`src/rtl/core/erwt_pkg.sv`:
```
`timescale 1ns / 1ps

package erwt_pkg;

    localparam int CFG_W      = 7;
    localparam int THR_W      = 17;
    localparam int WEIGHT_W   = 17;
    localparam int SAMPLE_W   = 16;
    localparam int CFG_DATA_W = 17;
    localparam int CFG_IDX_W  = 3;

    localparam int MAX_LENGTH_DEF = 64;

    localparam int DVD_W     = CFG_W + WEIGHT_W;
    localparam int DVS_W     = CFG_W + 1;
    localparam int DIV_CNT_W = $clog2(DVD_W);

    localparam logic [CFG_IDX_W-1:0] REG_PATTERN_LENGTH   = 3'd0;
    localparam logic [CFG_IDX_W-1:0] REG_REFERENCE_LENGTH = 3'd1;
    localparam logic [CFG_IDX_W-1:0] REG_BEAT_COUNT       = 3'd2;
    localparam logic [CFG_IDX_W-1:0] REG_LOW_THRESHOLD    = 3'd3;
    localparam logic [CFG_IDX_W-1:0] REG_HIGH_THRESHOLD   = 3'd4;

    localparam logic [CFG_W-1:0] PATTERN_LENGTH_RST   = 7'd16;
    localparam logic [CFG_W-1:0] REFERENCE_LENGTH_RST = 7'd16;
    localparam logic [CFG_W-1:0] BEAT_COUNT_RST       = 7'd4;
    localparam logic [THR_W-1:0] LOW_THRESHOLD_RST    = 17'd32768;
    localparam logic [THR_W-1:0] HIGH_THRESHOLD_RST   = 17'd32768;

    typedef struct packed {
        logic             start;
        logic [DVD_W-1:0] dividend;
        logic [DVS_W-1:0] divisor;
    } t_div_req;

    typedef struct packed {
        logic             done;
        logic [DVD_W-1:0] quotient;
        logic [DVS_W-1:0] remainder;
    } t_div_rsp;

endpackage

```
`src/rtl/core/erwt_ram.sv`:
```
`timescale 1ns / 1ps

module erwt_ram #(
    parameter int WIDTH = 18,
    parameter int DEPTH = 64
) (
    input  logic                     i_clk,
    input  logic                     i_we,
    input  logic [$clog2(DEPTH)-1:0] i_waddr,
    input  logic [WIDTH-1:0]         i_wdata,
    input  logic                     i_re,
    input  logic [$clog2(DEPTH)-1:0] i_raddr,
    output logic [WIDTH-1:0]         o_rdata
);

    logic [WIDTH-1:0] r_mem [DEPTH];
    logic [WIDTH-1:0] r_rdata;

    always_ff @(posedge i_clk) begin
        if (i_we) begin
            r_mem[i_waddr] <= i_wdata;
        end
        if (i_re) begin
            r_rdata <= r_mem[i_raddr];
        end
    end

    assign o_rdata = r_rdata;

endmodule

```
`src/rtl/core/erwt_div.sv`:
```
`timescale 1ns / 1ps

module erwt_div
    import erwt_pkg::*;
(
    input  logic     i_clk,
    input  logic     i_rst_n,
    input  t_div_req i_req,
    output t_div_rsp o_rsp
);

    logic                 r_busy;
    logic                 r_done;
    logic [DIV_CNT_W-1:0] r_cnt;
    logic [DVD_W-1:0]     r_quo;
    logic [DVS_W-1:0]     r_rem;
    logic [DVS_W-1:0]     r_dvs;

    logic [DVS_W:0]       shifted;
    logic [DVS_W:0]       diff;
    logic                 take;
    logic [DVS_W-1:0]     n_rem;

    always_comb begin
        shifted = {r_rem, r_quo[DVD_W-1]};
        diff    = shifted - {1'b0, r_dvs};
        take    = (shifted >= {1'b0, r_dvs});
        n_rem   = take ? diff[DVS_W-1:0] : shifted[DVS_W-1:0];
    end

    always_ff @(posedge i_clk) begin
        if (!i_rst_n) begin
            r_busy <= 1'b0;
            r_done <= 1'b0;
        end else begin
            r_done <= 1'b0;
            if (i_req.start) begin
                r_busy <= 1'b1;
            end else if (r_busy && (r_cnt == '0)) begin
                r_busy <= 1'b0;
                r_done <= 1'b1;
            end
        end
    end

    always_ff @(posedge i_clk) begin
        if (i_req.start) begin
            r_cnt <= DIV_CNT_W'(DVD_W - 1);
            r_quo <= i_req.dividend;
            r_rem <= '0;
            r_dvs <= i_req.divisor;
        end else if (r_busy) begin
            r_cnt <= r_cnt - DIV_CNT_W'(1);
            r_quo <= {r_quo[DVD_W-2:0], take};
            r_rem <= n_rem;
        end
    end

    assign o_rsp.done      = r_done;
    assign o_rsp.quotient  = r_quo;
    assign o_rsp.remainder = r_rem;

endmodule

```
`src/rtl/core/euclidean_rhythm_weighted_trigger_top.sv`:
```
`timescale 1ns / 1ps
// An item goes S_EDGE, S_READ, S_RESULT to o_out_valid; the next waits for S_IDLE.
// An edge that wraps a shortened pattern adds a modulo (S_MOD) in the shared divider.
// A change in clamped pattern or reference length or beat count rebuilds the table:
// clear all MAX_LENGTH entries, then three 24-bit divisions per beat in the divider.
// Synchronous active-low reset: registers to defaults, no edge seen, rebuild pending.

module euclidean_rhythm_weighted_trigger_top
    import erwt_pkg::*;
#(
    parameter int MAX_LENGTH = MAX_LENGTH_DEF
) (
    input  logic                  i_clk,
    input  logic                  i_rst_n,
    input  logic                  i_in_valid,
    output logic                  o_in_ready,
    input  logic [SAMPLE_W-1:0]   i_clock_sample,
    output logic                  o_out_valid,
    input  logic                  i_out_ready,
    output logic                  o_low_trigger,
    output logic                  o_high_trigger,
    output logic                  o_bar_start,
    output logic [WEIGHT_W-1:0]   o_step_weight,
    input  logic                  i_cfg_valid,
    output logic                  o_cfg_ready,
    input  logic [CFG_IDX_W-1:0]  i_cfg_index,
    input  logic [CFG_DATA_W-1:0] i_cfg_data
);

    localparam int IW = $clog2(MAX_LENGTH);
    localparam int CW = ((IW > CFG_W) ? IW : CFG_W) + 2;
    localparam int QW = 2 * CFG_W;
    localparam int RW = WEIGHT_W + 1;
    localparam int KW = 3 * CFG_W;

    typedef enum logic [9:0] {
        S_IDLE   = 10'b0000000001,
        S_CLEAR  = 10'b0000000010,
        S_BEAT   = 10'b0000000100,
        S_DIVQ   = 10'b0000001000,
        S_DIVR   = 10'b0000010000,
        S_DIVW   = 10'b0000100000,
        S_EDGE   = 10'b0001000000,
        S_MOD    = 10'b0010000000,
        S_READ   = 10'b0100000000,
        S_RESULT = 10'b1000000000
    } t_state;

    t_state r_state, n_state;

    logic [CFG_W-1:0] r_pattern_length;
    logic [CFG_W-1:0] r_reference_length;
    logic [CFG_W-1:0] r_beat_count;
    logic [THR_W-1:0] r_low_threshold;
    logic [THR_W-1:0] r_high_threshold;

    logic [CFG_W-1:0] len_c, ref_c, beats_c;
    logic             rebuild;

    logic [CFG_W-1:0] r_len, r_ref, r_beats;
    logic [KW-1:0]    r_built_key;
    logic             r_built_valid;

    logic [IW-1:0]    r_addr;
    logic [CFG_W-1:0] r_beat;
    logic [QW-1:0]    r_nacc, r_racc, r_q;

    logic [IW-1:0]    r_step;
    logic             r_step_valid;
    logic             r_last_pos;
    logic             r_edge;

    logic             r_out_valid;
    logic             r_low, r_high, r_bar;
    logic [WEIGHT_W-1:0] r_weight;

    logic             positive;
    logic [CW-1:0]    inc, len_w, inc_sub;
    logic [DVS_W:0]   twice_rem, beats_w;
    logic             round_up;
    logic [QW-1:0]    q_next;
    logic [CFG_W-1:0] rr, rr_c, m, wdiff;
    logic [DVD_W-1:0] w_num;
    logic             last_beat;
    logic             hit_ok;
    logic             out_free;

    t_div_req         div_req;
    t_div_rsp         div_rsp;

    logic             ram_we, ram_re;
    logic [IW-1:0]    ram_waddr;
    logic [RW-1:0]    ram_wdata, ram_rdata;
    logic             rd_hit;
    logic [WEIGHT_W-1:0] rd_weight;

    erwt_div u_div (
        .i_clk   (i_clk),
        .i_rst_n (i_rst_n),
        .i_req   (div_req),
        .o_rsp   (div_rsp)
    );

    erwt_ram #(
        .WIDTH (RW),
        .DEPTH (MAX_LENGTH)
    ) u_table (
        .i_clk   (i_clk),
        .i_we    (ram_we),
        .i_waddr (ram_waddr),
        .i_wdata (ram_wdata),
        .i_re    (ram_re),
        .i_raddr (r_step),
        .o_rdata (ram_rdata)
    );

    assign o_cfg_ready = 1'b1;
    assign o_in_ready  = (r_state == S_IDLE);

    always_comb begin
        if (r_pattern_length == '0) begin
            len_c = CFG_W'(1);
        end else if (int'(r_pattern_length) > MAX_LENGTH) begin
            len_c = CFG_W'(MAX_LENGTH);
        end else begin
            len_c = r_pattern_length;
        end
        if (r_reference_length == '0) begin
            ref_c = CFG_W'(1);
        end else if (int'(r_reference_length) > MAX_LENGTH) begin
            ref_c = CFG_W'(MAX_LENGTH);
        end else begin
            ref_c = r_reference_length;
        end
        if (r_beat_count == '0) begin
            beats_c = CFG_W'(1);
        end else if (r_beat_count > len_c) begin
            beats_c = len_c;
        end else begin
            beats_c = r_beat_count;
        end
        rebuild = !r_built_valid || ({len_c, ref_c, beats_c} != r_built_key);
    end

    always_comb begin
        positive  = !i_clock_sample[SAMPLE_W-1] && (|i_clock_sample);
        inc       = CW'(r_step) + CW'(1);
        len_w     = CW'(r_len);
        inc_sub   = inc - len_w;
        twice_rem = {div_rsp.remainder, 1'b0};
        beats_w   = (DVS_W + 1)'(r_beats);
        round_up  = (twice_rem > beats_w) ||
                    ((twice_rem == beats_w) && div_rsp.quotient[0]);
        q_next    = QW'(div_rsp.quotient) + QW'(round_up);
        rr        = CFG_W'(div_rsp.remainder);
        rr_c      = r_beats - rr;
        m         = (rr < rr_c) ? rr : rr_c;
        wdiff     = r_beats - CFG_W'({m, 1'b0});
        w_num     = {wdiff, {WEIGHT_W{1'b0}}} + DVD_W'(r_beats);
        last_beat = (CFG_W'(r_beat + CFG_W'(1)) == r_beats);
        hit_ok    = (r_q < QW'(r_len));
        out_free  = !r_out_valid || i_out_ready;
        rd_hit    = ram_rdata[WEIGHT_W];
        rd_weight = ram_rdata[WEIGHT_W-1:0];
    end

    always_comb begin
        n_state          = r_state;
        div_req.start    = 1'b0;
        div_req.dividend = '0;
        div_req.divisor  = '0;
        ram_we           = 1'b0;
        ram_waddr        = r_addr;
        ram_wdata        = '0;
        ram_re           = 1'b0;
        unique case (r_state)
            S_IDLE: begin
                if (i_in_valid) begin
                    n_state = rebuild ? S_CLEAR : S_EDGE;
                end
            end
            S_CLEAR: begin
                ram_we = 1'b1;
                if (r_addr == IW'(MAX_LENGTH - 1)) begin
                    n_state = S_BEAT;
                end
            end
            S_BEAT: begin
                div_req.start    = 1'b1;
                div_req.dividend = DVD_W'(r_nacc);
                div_req.divisor  = DVS_W'(r_beats);
                n_state          = S_DIVQ;
            end
            S_DIVQ: begin
                if (div_rsp.done) begin
                    div_req.start    = 1'b1;
                    div_req.dividend = DVD_W'(r_racc);
                    div_req.divisor  = DVS_W'(r_beats);
                    n_state          = S_DIVR;
                end
            end
            S_DIVR: begin
                if (div_rsp.done) begin
                    div_req.start    = 1'b1;
                    div_req.dividend = w_num;
                    div_req.divisor  = {r_beats, 1'b0};
                    n_state          = S_DIVW;
                end
            end
            S_DIVW: begin
                if (div_rsp.done) begin
                    ram_we    = hit_ok;
                    ram_waddr = IW'(r_q);
                    ram_wdata = {1'b1, WEIGHT_W'(div_rsp.quotient)};
                    n_state   = last_beat ? S_EDGE : S_BEAT;
                end
            end
            S_EDGE: begin
                n_state = S_READ;
                if (r_edge && r_step_valid && (inc >= len_w) && (inc_sub >= len_w)) begin
                    div_req.start    = 1'b1;
                    div_req.dividend = DVD_W'(inc);
                    div_req.divisor  = DVS_W'(r_len);
                    n_state          = S_MOD;
                end
            end
            S_MOD: begin
                if (div_rsp.done) begin
                    n_state = S_READ;
                end
            end
            S_READ: begin
                ram_re  = 1'b1;
                n_state = S_RESULT;
            end
            S_RESULT: begin
                if (out_free) begin
                    n_state = S_IDLE;
                end
            end
            default: begin
                n_state = S_IDLE;
            end
        endcase
    end

    always_ff @(posedge i_clk) begin
        if (!i_rst_n) begin
            r_state            <= S_IDLE;
            r_pattern_length   <= PATTERN_LENGTH_RST;
            r_reference_length <= REFERENCE_LENGTH_RST;
            r_beat_count       <= BEAT_COUNT_RST;
            r_low_threshold    <= LOW_THRESHOLD_RST;
            r_high_threshold   <= HIGH_THRESHOLD_RST;
            r_built_valid      <= 1'b0;
            r_step             <= '0;
            r_step_valid       <= 1'b0;
            r_last_pos         <= 1'b0;
            r_out_valid        <= 1'b0;
        end else begin
            r_state <= n_state;
            if (i_cfg_valid) begin
                unique case (i_cfg_index)
                    REG_PATTERN_LENGTH:   r_pattern_length   <= i_cfg_data[CFG_W-1:0];
                    REG_REFERENCE_LENGTH: r_reference_length <= i_cfg_data[CFG_W-1:0];
                    REG_BEAT_COUNT:       r_beat_count       <= i_cfg_data[CFG_W-1:0];
                    REG_LOW_THRESHOLD:    r_low_threshold    <= i_cfg_data[THR_W-1:0];
                    REG_HIGH_THRESHOLD:   r_high_threshold   <= i_cfg_data[THR_W-1:0];
                    default: begin
                    end
                endcase
            end
            if ((r_state == S_IDLE) && i_in_valid) begin
                r_last_pos <= positive;
            end
            if ((r_state == S_DIVW) && div_rsp.done && last_beat) begin
                r_built_valid <= 1'b1;
            end
            if ((r_state == S_EDGE) && r_edge) begin
                r_step_valid <= 1'b1;
                if (!r_step_valid) begin
                    r_step <= '0;
                end else if (inc < len_w) begin
                    r_step <= IW'(inc);
                end else if (inc_sub < len_w) begin
                    r_step <= IW'(inc_sub);
                end
            end
            if ((r_state == S_MOD) && div_rsp.done) begin
                r_step <= IW'(div_rsp.remainder);
            end
            if ((r_state == S_RESULT) && out_free) begin
                r_out_valid <= 1'b1;
            end else if (i_out_ready) begin
                r_out_valid <= 1'b0;
            end
        end
    end

    always_ff @(posedge i_clk) begin
        if ((r_state == S_IDLE) && i_in_valid) begin
            r_edge  <= positive && !r_last_pos;
            r_len   <= len_c;
            r_ref   <= ref_c;
            r_beats <= beats_c;
            r_addr  <= '0;
            r_beat  <= '0;
            r_nacc  <= '0;
            r_racc  <= '0;
        end
        if (r_state == S_CLEAR) begin
            r_addr <= r_addr + IW'(1);
        end
        if ((r_state == S_DIVQ) && div_rsp.done) begin
            r_q <= q_next;
        end
        if ((r_state == S_DIVW) && div_rsp.done) begin
            r_beat <= r_beat + CFG_W'(1);
            r_nacc <= r_nacc + QW'(r_len);
            r_racc <= r_racc + QW'(r_ref);
            if (last_beat) begin
                r_built_key <= {r_len, r_ref, r_beats};
            end
        end
        if ((r_state == S_RESULT) && out_free) begin
            r_low    <= r_edge && rd_hit && (rd_weight < r_low_threshold);
            r_high   <= r_edge && rd_hit && (rd_weight >= r_high_threshold);
            r_bar    <= r_edge && (r_step == '0);
            r_weight <= r_step_valid ? rd_weight : '0;
        end
    end

    assign o_out_valid    = r_out_valid;
    assign o_low_trigger  = r_low;
    assign o_high_trigger = r_high;
    assign o_bar_start    = r_bar;
    assign o_step_weight  = r_weight;

endmodule
```
`config.mk`:
```
export PLATFORM = sky130hd
export DESIGN_NAME = euclidean_rhythm_weighted_trigger_top
export DESIGN_NICKNAME = d
export VERILOG_FILES = /design/src/rtl/core/erwt_pkg.sv /design/src/rtl/core/erwt_ram.sv /design/src/rtl/core/erwt_div.sv /design/src/rtl/core/euclidean_rhythm_weighted_trigger_top.sv
export SDC_FILE = /design/constraint.sdc
export NUM_CORES = 2
export LEC_CHECK = 0
export ABC_AREA = 1
export BUFFER_PORTS_ARGS = -buffer_cell sky130_fd_sc_hd__buf_2
export CORE_MARGIN = 1.5
export CORE_UTILIZATION = 57
export CTS_CLUSTER_DIAMETER = 150
export DETAILED_ROUTE_END_ITERATION = 10
export HOLD_SLACK_MARGIN = 0.06
export PLACE_DENSITY = 0.85
export SYNTH_ARGS = -nofsm -noshare
export SYNTH_HDL_FRONTEND = slang
export SYNTH_HIERARCHICAL = 1
export SYNTH_SLANG_ARGS = --single-unit
export TNS_END_PERCENT = 100
```
`constraint.sdc`:
```
create_clock -name i_clk -period 4.5 [get_ports i_clk]
set_clock_uncertainty 0.1 [all_clocks]
set_input_delay 0.9 -clock i_clk [delete_from_list [all_inputs] [get_ports i_clk]]
set_output_delay 0.9 -clock i_clk [all_outputs]
set_load 0.03 [all_outputs]
```
==> results.ini <==
[run_status]
status = completed

[floorplanning]
ios = 64
dieHeight_microns = 333
core_sq_mm = 0.107
initial_core_util_pct = 57.7
num_rows = 120
dieArea_sq_mm = 0.111
die_w_microns = 333

[hold_path]
worstHoldEndpoint = r_high_threshold[15]$_SDFFE_PN1P_
whs_path_depth = 3
min_path_type = input port to flop
min-delay-start = i_cfg_data[15]

[sta]
finalHoldWorstSlack_ns = 0.330
hold_violations = 0
grt_setup_unrepaired = yes
drv_slew = 0
min_period_ns = 4.45
fmax_ghz = 0.225
period_share_pct = 98.9
finalWorstSetupSlack_ns = 0.0481
setup_violations = 0
tns_ns = 0
tightest_slew_ns = 1.10
slew_headroom_pct = 26.4

[finish]
nets = 5971
layout_commonest_cell = nand2_1
final_cell_mix = nand2_1 (1812), edfxtp_1 (1320), nand3_1 (1046)
fill_cells = 7286
fin_area_sq_mm = 0.0686
area_delta_synth_final_pct = 10.7
drive_gt1_share_pct = 9.67
final_core_util_pct = 63.9
seq_area_sq_mm = 0.0415
multiInputGateArea_sq_mm = 0.0178

[power]
leakagePower_nw = 24.9
peakVddDrop_uv = 401
power.density_mw_per_mm2 = 414

[clock_tree]
clk_pin_slew_ns = 0.06
cts_made_buffers = 138
h-tree-depth = 4
cts.path.max_buffers = 3
clk_root_buffer_cell = clkbuf_16
clkLatencyLatePin_ns = 0.78
cts_tree = done
clock_sinks = 1410

[worst_setup_path]
crit_path_end_kind = flop
required_ns = 4.90
cp_slowest_cell = edfxtp_1
cpMostUsedCell = nand2_1
r2r-start = r_beats[0]$_DFFE_PP_
crit_arrival_ns = 4.85
worstRegToRegCells = 30
cp_max_fo = 6
critPathKind = flop to flop
start_kind = flop
r2r-end = u_div/r_quo[23]$_DFFE_PP_
r2r_slack_ns = 0.05
max_stage_delay_ns = 0.42

[placed_design]
port_buffers = 62
pre_cts_ws_ns = -0.125
dp_hpwl_microns = 96800
place_area_sq_mm = 0.0641
gp_congestion = 1.05

[synthesis]
synth_top_area_cell = edfxtp_1
ys_warn_count = 6
synth_edf_count = 1320
netlist_area_sq_mm = 0.0620
postSynth.asyncResetShare_pct = 0
ys_top_cells_by_area = edfxtp_1 (64%), nand2_1 (11%), nand3_1 (8.5%), dfxtp_1 (2.9%), ha_1 (2.3%)
synth_seq_cells = 1410
synth_cells = 5692
ys_seq_area_share_pct = 66.9
synth_top_area_share_pct = 64.0
netlist-cell-type-count = 62
synth_ff_type = edfxtp_1
syn_avg_cell_area_sq_um = 10.9

[drt]
drcViolationCount = 0
via_count = 45960
drt_iter0_markers = 6995
firstDrtPassIters = 7
drt_wl_total_microns = 168000
via_per_inst = 6.27
ant_nets = 0
wl_per_cell_microns = 22.9

[global_routing]
grt_pass1_vias = 44909
grt_usage_pct = 29.9
grt_pass1_wl_microns = 254000
grt_max_degree = 168
overflow = 0
antenna_found_initial = 0

[job]
drv_cap = 0

-- per-stage QoR --
step           cells  power [mW]
6_report        7329        28.4
5_1_grt         7328        29.2
4_1_cts         7322        28.2
3_5_place_dp    7066        17.2
3_3_place_gp    7066        17.1
2_1_floorplan   5694        16.4
-- worst max-delay path by stage --
stage / startpoint / end / slack, ns / cells past startpoint
2_1_floorplan: r_beats[0]$_DFFE_PP_ / u_div/r_quo[23]$_DFFE_PP_ / 0.1 / 32
3_3_place_gp: r_beats[0]$_DFFE_PP_ / u_div/r_quo[23]$_DFFE_PP_ / -0.10 / 31
3_5_place_dp: r_beats[0]$_DFFE_PP_ / u_div/r_quo[23]$_DFFE_PP_ / -0.12 / 31
4_1_cts: r_beats[0]$_DFFE_PP_ / u_div/r_quo[23]$_DFFE_PP_ / 0.04 / 31
5_1_grt: r_beats[0]$_DFFE_PP_ / u_div/r_quo[23]$_DFFE_PP_ / -0.32 / 31
6_report: r_beats[0]$_DFFE_PP_ / u_div/r_quo[23]$_DFFE_PP_ / 0.05 / 30
-- power by group --
group	switching [mW]	internal [mW]	total [mW]
registers	0.204	14.5	14.7
logic	1.59	0.868	2.46
clock network	4.96	6.26	11.2
total	6.75	21.6	28.4
-- synthesized netlist by cell type, types with 4 or more instances --
library cell,count
inv_1,280
fa_1,6
edfxtp_1,1320
xnor2_1,14
a221oi_1,7
o21ai_1,5
nor4_1,20
nand2_1,1815
buf_4,14
nor2_2,5
a21oi_1,142
xor2_1,29
nand2_2,7
a211oi_1,5
nor3_1,26
o22ai_1,5
o21a_1,7
buf_2,117
buf_6,81
buf_1,25
o21ai_0,107
nand3_2,4
nor2_1,228
or2_2,5
ha_1,113
o21bai_1,4
inv_2,9
o211ai_1,5
nand3_1,1046
nand3b_1,13
clkbuf_1,50
nand4_1,33
dfxtp_1,90
clkinv_1,6
o21ai_2,10
-- logic make-up after synthesis --
group	count (synthesis)	synth area share, %
buf+inv	586	4.91
fa+ha+maj	119	2.48
compound gates	312	2.79
flops	1410	66.9
xor+xnor	43	0.608
simple gates	3220	22.3
other cells	2	0.0121
-- registers in the layout, indices dropped and copies added (netlist names), 5 cells and up --
name and cells:
u_table/o_rdata 18, r_built_key 21, r_addr 6, u_div/r_quo 24, r_len 7, u_table/r_mem 1152, u_div/r_cnt 5, r_beats 7
o_step_weight 17, r_ref 7, r_nacc 14, r_beat_count 7, r_step 6, r_q 14, r_racc 14, r_high_threshold 17
u_div/r_rem 8, r_pattern_length 7, u_div/r_dvs 8, r_reference_length 7, r_state 10, r_beat 7, r_low_threshold 17
-- worst max-delay path, delay by kind of cell, from the launching register on --
family / cells / cell delay (ns)
AO/OA/AOI/OAI: 7 / 1.20
XOR/XNOR: 2 / 0.27
adder cells (fa/ha/maj): 4 / 1.09
buffers and inverters: 4 / 0.30
flip-flops: 1 / 0.42
AND/OR/NAND/NOR: 13 / 0.85
-- area by class of cell --
type / instances / area share, %
Multi-Input combinational cell: 3698 / 25.9
Timing Repair Buffer: 266 / 3.11
Clock inverter: 81 / 1.02
Antenna cell: 1 / 0.00365
Tap cell: 1403 / 2.56
Clock buffer: 173 / 5.32
Sequential cell: 1410 / 60.4
Inverter: 297 / 1.68
-- layer usage --
layer,global-route usage (%),up-vias,wire length [microns]
met2,47.3,3731,77900
met3,6.96,590,23400
met4,15.4,0,8320
met1,38.8,21690,58500
li1,-,19949,-
met5,0,-,0
-- timing repair --
item / CTS / global route
hold buffers: 0 / 0
pin swaps: 4 / 18
setup endpoints to repair: 2 / 25
cloned: 0 / 0
gates resized for setup: 6 / 25
buffers inserted: 2 / 6
Note: power is estimated with default switching activity, not from simulation.
